**config.mk**
```make
export PLATFORM = sky130hd
export DESIGN_NAME = dsvd_pvel
export DESIGN_NICKNAME = d
export VERILOG_FILES = /design/src/sv/dsvd_pkg.sv /design/src/sv/dsvd_pvel.sv
export SDC_FILE = /design/constraint.sdc
export NUM_CORES = 2
export LEC_CHECK = 0
export BUFFER_PORTS_ARGS = -buffer_cell sky130_fd_sc_hd__buf_2
export CAP_MARGIN = 20
export CORE_ASPECT_RATIO = 1.1
export CORE_MARGIN = 3
export CORE_UTILIZATION = 58
export CTS_CLUSTER_SIZE = 8
export DETAILED_ROUTE_END_ITERATION = 12
export PLACE_DENSITY = 0.87
export RECOVER_POWER = 50
export SYNTH_ARGS = -nofsm -noshare
export SYNTH_HDL_FRONTEND = slang
export SYNTH_SLANG_ARGS = --single-unit
```
**constraint.sdc**
```tcl
create_clock -name clk -period 8.89 [get_ports clk]
set_input_delay 0.4445 -clock clk [delete_from_list [all_inputs] [get_ports clk]]
set_output_delay 0.4445 -clock clk [all_outputs]
set_load 0.03 [all_outputs]
```
**src/sv/dsvd_pkg.sv**
```systemverilog
// Shared constants, tables and types for the depth to velocity and density block.
`default_nettype none
package dsvd_pkg;
	localparam int LayerCountDefault = 9;
	localparam int TableSlots = 16;
	localparam logic [19:0] RhoBaseQ8 = 20'd477440;
	localparam logic [19:0] RhoLowQ8 = 20'd527360;
	localparam logic [16:0] RhoSpanQ8 = 17'd112640;
	localparam int PW = 21;
	localparam int TW = 64;
	localparam int RW = 32;

	typedef logic [15:0] dep_m_t;
	typedef logic [12:0] vp_ms_t;

	// Breakpoint depth in metres
	function automatic dep_m_t layer_depth(input logic [3:0] idx);
		dep_m_t r;
		unique case (idx)
			4'd0: r = 16'd1000;
			4'd1: r = 16'd5000;
			4'd2: r = 16'd6000;
			4'd3: r = 16'd10000;
			4'd4: r = 16'd15500;
			4'd5: r = 16'd16500;
			4'd6: r = 16'd22000;
			4'd7: r = 16'd31000;
			4'd8: r = 16'd33000;
			default: r = 16'd0;
		endcase
		return r;
	endfunction

	// Breakpoint P speed in m/s
	function automatic vp_ms_t layer_vp(input logic [3:0] idx);
		vp_ms_t r;
		unique case (idx)
			4'd0: r = 13'd5000;
			4'd1: r = 13'd5500;
			4'd2: r = 13'd6300;
			4'd3: r = 13'd6300;
			4'd4: r = 13'd6400;
			4'd5: r = 13'd6700;
			4'd6: r = 13'd6750;
			4'd7: r = 13'd6800;
			4'd8: r = 13'd7800;
			default: r = 13'd0;
		endcase
		return r;
	endfunction
endpackage
`default_nettype wire

```
**src/sv/dsvd_pvel.sv**
```systemverilog
// Piecewise linear P speed interpolation pipeline (segment find, multiply, divide).
`default_nettype none
module dsvd_pvel
	import dsvd_pkg::*;
#(
	parameter int LAYER_COUNT = LayerCountDefault
) (
	input  wire logic        clk,
	input  wire logic        en,
	input  wire logic [31:0] depth_q8,
	output logic [PW-1:0]    p_out
);
	localparam int N = (LAYER_COUNT < 1) ? 1 : ((LAYER_COUNT > TableSlots) ? TableSlots
		: LAYER_COUNT);
	localparam int QB = 34;

	// Stage 1: locate the segment
	logic [3:0] seg_c;
	logic       found_c;
	always_comb begin
		seg_c = 4'(N);
		found_c = 1'b0;
		for (int i = N - 1; i >= 0; i--) begin
			if ($signed({1'b0, layer_depth(4'(i)), 8'd0}) > $signed(depth_q8)) begin
				seg_c = 4'(i);
				found_c = 1'b1;
			end
		end
	end

	logic [3:0]  seg_s1;
	logic        fnd_s1;
	logic [31:0] d_s1;
	always_ff @(posedge clk) begin
		if (en) begin
			seg_s1 <= seg_c;
			fnd_s1 <= found_c;
			d_s1 <= depth_q8;
		end
	end

	// Stage 2: delta times speed step
	logic [3:0]         lo_c;
	logic signed [33:0] delta_c;
	logic signed [14:0] dv_c;
	logic [16:0]        dd_c;
	logic               flat_c;
	logic [PW-1:0]      base_c;
	always_comb begin
		lo_c = (seg_s1 == 4'd0) ? 4'd0 : seg_s1 - 4'd1;
		delta_c = $signed({{2{d_s1[31]}}, d_s1}) - $signed({10'd0, layer_depth(lo_c), 8'd0});
		dv_c = $signed({2'b0, layer_vp(seg_s1)}) - $signed({2'b0, layer_vp(lo_c)});
		dd_c = {1'b0, layer_depth(seg_s1)} - {1'b0, layer_depth(lo_c)};
		flat_c = !fnd_s1 || (seg_s1 == 4'd0) || dd_c[16] || (dd_c == 17'd0);
		base_c = fnd_s1 ? {layer_vp(lo_c), 8'd0} : {layer_vp(4'(N - 1)), 8'd0};
	end

	logic signed [48:0] prod_s2;
	logic [15:0]        dd_s2;
	logic               flat_s2;
	logic [PW-1:0]      base_s2;
	always_ff @(posedge clk) begin
		if (en) begin
			prod_s2 <= 49'(delta_c) * 49'(dv_c);
			dd_s2 <= dd_c[15:0];
			flat_s2 <= flat_c;
			base_s2 <= base_c;
		end
	end

	// Stage 3..: restoring divide of 2*|prod| + dd by 2*dd, one bit per stage
	logic [QB:0]   num_c;
	logic          neg_c;
	always_comb begin
		neg_c = prod_s2[48];
		num_c = (QB + 1)'(neg_c ? -prod_s2 : prod_s2);
		num_c = (QB + 1)'({num_c, 1'b0} + {19'd0, dd_s2});
	end

	logic [QB:0]   rem_q [QB+2];
	logic [QB:0]   quo_q [QB+2];
	logic [16:0]   den_q [QB+2];
	logic          neg_q [QB+2];
	logic          flat_q [QB+2];
	logic [PW-1:0] base_q [QB+2];

	always_comb begin
		rem_q[0] = '0;
		quo_q[0] = num_c;
		den_q[0] = {dd_s2, 1'b0};
		neg_q[0] = neg_c;
		flat_q[0] = flat_s2;
		base_q[0] = base_s2;
	end

	for (genvar k = 0; k <= QB; k++) begin : g_div
		logic [QB+1:0] trial;
		assign trial = {rem_q[k], quo_q[k][QB]} - (QB + 2)'(den_q[k]);
		always_ff @(posedge clk) begin
			if (en) begin
				if (!trial[QB+1]) begin
					rem_q[k+1] <= trial[QB:0];
					quo_q[k+1] <= {quo_q[k][QB-1:0], 1'b1};
				end else begin
					rem_q[k+1] <= {rem_q[k][QB-1:0], quo_q[k][QB]};
					quo_q[k+1] <= {quo_q[k][QB-1:0], 1'b0};
				end
				den_q[k+1] <= den_q[k];
				neg_q[k+1] <= neg_q[k];
				flat_q[k+1] <= flat_q[k];
				base_q[k+1] <= base_q[k];
			end
		end
	end

	// Apply sign, add base, clamp at zero
	logic signed [QB+2:0] sum_c;
	always_comb begin
		sum_c = $signed({{2{1'b0}}, base_q[QB+1]}) ;
		if (!flat_q[QB+1]) begin
			sum_c = neg_q[QB+1] ? sum_c - $signed({2'b0, quo_q[QB+1]})
				: sum_c + $signed({2'b0, quo_q[QB+1]});
		end
	end
	assign p_out = sum_c[QB+2] ? '0 : PW'(sum_c);
endmodule
`default_nettype wire

```
==> flow_metrics.env <==
export IMPL_slowest_stage="fa_1"
export IMPL_postRouteAntennaNets=0
export IMPL_yosysSeqAreaShare_pct=62.79
export IMPL_finalClockSkew_ps=101.3
export IMPL_min_delay_start="depth_q8[1]"
export IMPL_synthToLayoutAreaGrowth_pct=11.85
export IMPL_post_place_ws_ps=-147.4
export IMPL_cp_end_kind="register"
export IMPL_synth_async_reset_ratio_pct=0
export IMPL_hold_viol=0
export IMPL_rows=201
export IMPL_setup_ws_ps=304.0
export IMPL_hpwl_um=199100
export IMPL_gp_congestion=0.9146
export IMPL_synth_top_area_share_pct=62.79
export IMPL_yosysUniqueCellTypes=97
export IMPL_failed_checks="max-capacitance violations, max-slew violations"
export IMPL_insertion_delay_ps=1030
export IMPL_numPortBuffers=54
export IMPL_tritoncts="built"
export IMPL_synth_top_cells_by_count="3,357 x edfxtp_1, 1,024 x inv_1, 847 x nand2_1"
export IMPL_layout_drive_gt1_share_pct=9.150
export IMPL_slowest_delay_ps=570
export IMPL_ys_flop_type="edfxtp_1"
export IMPL_grt_pass1_wl_um=492700
export IMPL_final_design_area_no_fill_um2=179600
export IMPL_startpoint="seg_s1[0]"
export IMPL_drtPass1Iterations=8
export IMPL_routedWlPerCell_um=19.27
export IMPL_maxSlewViolCount=468
export IMPL_tightest_slew_ps=7376
export IMPL_fin_cells=16060
export IMPL_cts_sinks=3357
export IMPL_die_area_um2=283200
export IMPL_grt_pass1_vias=97990
export IMPL_wirelength_um=309500
export IMPL_cp_num_buf_inv=8
export IMPL_die_w_um=507.7
export IMPL_drt_iter0_drc=7321
export IMPL_initial_core_util_pct=58.57
export IMPL_vias=93430
export IMPL_path_delay_family="adder cells"
export IMPL_worstPathArrival_ps=9270
export IMPL_fp_dieH_um=557.8
export IMPL_cp_start_kind="register"
export IMPL_status="finished, violations left"
export IMPL_nets=13510
export IMPL_dp_cells=15510
export IMPL_grt_usage_pct=21.54
export IMPL_critPathRequiredTime_ps=9580
export IMPL_maxSlewHeadroom_pct=-391.7
export IMPL_cts_clk_slew_worst_paths_ps=50
export IMPL_grt_overflow_total=0
export IMPL_syn_area_um2=160600
export IMPL_ios=55
export IMPL_synth_seq_cells=3357
export IMPL_synth_top_area_cell="edfxtp_1"
export IMPL_max_freq_ghz=0.1165
export IMPL_numCtsBuffers=470
export IMPL_hp_class="in -> reg"
export IMPL_synth_edff_count=3357
export IMPL_drcViolationCount=0
export IMPL_final_core_util_pct=65.51
export IMPL_synth_cells=11810
export IMPL_core_area_um2=274100
export IMPL_period_needed_ps=8586
export IMPL_drv_cap=7
export IMPL_fill_cells=18010
export IMPL_grt_max_degree=194
export IMPL_postPlaceCellArea_um2=166600
export IMPL_setup_viol=0
export IMPL_htreeDepth=5
export IMPL_clock_root_buffer="clkbuf_16"
export IMPL_vias_per_cell=5.817
export IMPL_critical_path_class="reg -> reg"
export IMPL_avgSynthCellArea_um2=13.59
export IMPL_grt_antenna_before_repair=3
export IMPL_synth_most_common_cell="edfxtp_1"
export IMPL_reg2reg_from="seg_s1[0]"
export IMPL_crit_fanout=13
export IMPL_ys_top_cells_by_area="edfxtp_1 63%, fa_1 5.2%, ha_1 5.2%, xnor2_1 3.2%, xor2_1 2.6%"
export IMPL_clock_path_buffers=4
export IMPL_period_share_pct=96.58
export IMPL_yosysWarnings=0
area by class of cell:
type / count / area (um2) / share of cell area (%)
clock inverter: 11 / 246.5 / 0.1373
clock buffer: 478 / 11880 / 6.613
tap: 3654 / 4572 / 2.546
sequential: 3357 / 100800 / 56.13
inverter: 1032 / 3874 / 2.157
timing repair buffer: 326 / 2597 / 1.446
multi-input combinational: 7201 / 55610 / 30.96
antenna: 4 / 10.01 / 0.005574
per-layer routing:
layer / global-route usage [%] / part of all wire, % / routed length (um)
met2: 41.75 / 56 / 172000
met4: 11.16 / 5.2 / 16180
met3: 3.378 / 4.5 / 13970
met5: 0 / 0.0036 / 11
met1: 22.08 / 35 / 107300
through the flow:
step / TNS, ps / hold slack, ps
floorplan: 0 / 400.3
global placement: -14.58 / 400.2
detailed placement: -240.6 / 404.5
CTS: 0 / 168.7
global route: -35.67 / 192.7
finish: 0 / 219.0
final timing paths:
| path | endpoint | slack (ps) | cells after the start |
|---|---|---|---|
| setup / recovery | prod_s2[46] | 300 | 35 |
| hold / removal | d_s1[1] | 220 | 2 |
| setup reg to reg | prod_s2[46] | 300 | 35 |
| hold reg to reg | base_q[598] | 360 | 0 |
kinds of logic after synthesis:
| family | share of synthesized area (%) |
|---|---|
| other | 0.002336 |
| multiplexers | 1.470 |
| flip-flops | 62.79 |
| AND/OR/NAND/NOR | 9.763 |
| AO/OA/AOI/OAI | 6.725 |
| XOR/XNOR | 5.815 |
| adder cells (fa/ha/maj) | 10.47 |
| buffers and inverters | 2.968 |
sequential cells by signal, indices dropped and copies added (netlist names):
signal and cells:
flat_s2 1, base_s2 12, den_q 476, flat_q 35
fnd_s1 1, dd_s2 14, base_q 420, neg_q 35
prod_s2 34, rem_q 1167, seg_s1 4, d_s1 32
quo_q 1126
cells in the final DEF, fill, tap and decap left out, drive strengths merged, types with 86 or more instances in the layout:
cell | Yosys | layout
o21ai | 473 | 473
a21o | 135 | 135
nor4 | 152 | 152
xnor2 | 583 | 583
a21oi | 424 | 424
o31ai | 86 | 86
inv | 1025 | 1027
or3 | 147 | 147
nand2b | 194 | 194
edfxtp | 3357 | 3357
nor3 | 319 | 319
nand2 | 847 | 847
xor2 | 483 | 483
and2 | 89 | 89
ha | 670 | 670
buf | 31 | 258
nand3 | 167 | 167
nor2 | 666 | 666
nor2b | 137 | 137
or4 | 88 | 88
o21a | 133 | 133
clkbuf | 199 | 512
fa | 421 | 421
mux2 | 190 | 190
repair_timing:
| action | CTS | global route |
|---|---|---|
| buffers inserted | 5 | 13 |
| endpoints found under the hold margin | 44 | 0 |
| hold buffers | 33 | 0 |
| resized for setup | 8 | 77 |
| gates cloned | 0 | 1 |
| setup endpoints to repair | 4 | 16 |
| pin swaps | 3 | 25 |
Power is not shown: default switching activity piles up to over one toggle a cycle in this logic, so the estimate is an artifact.
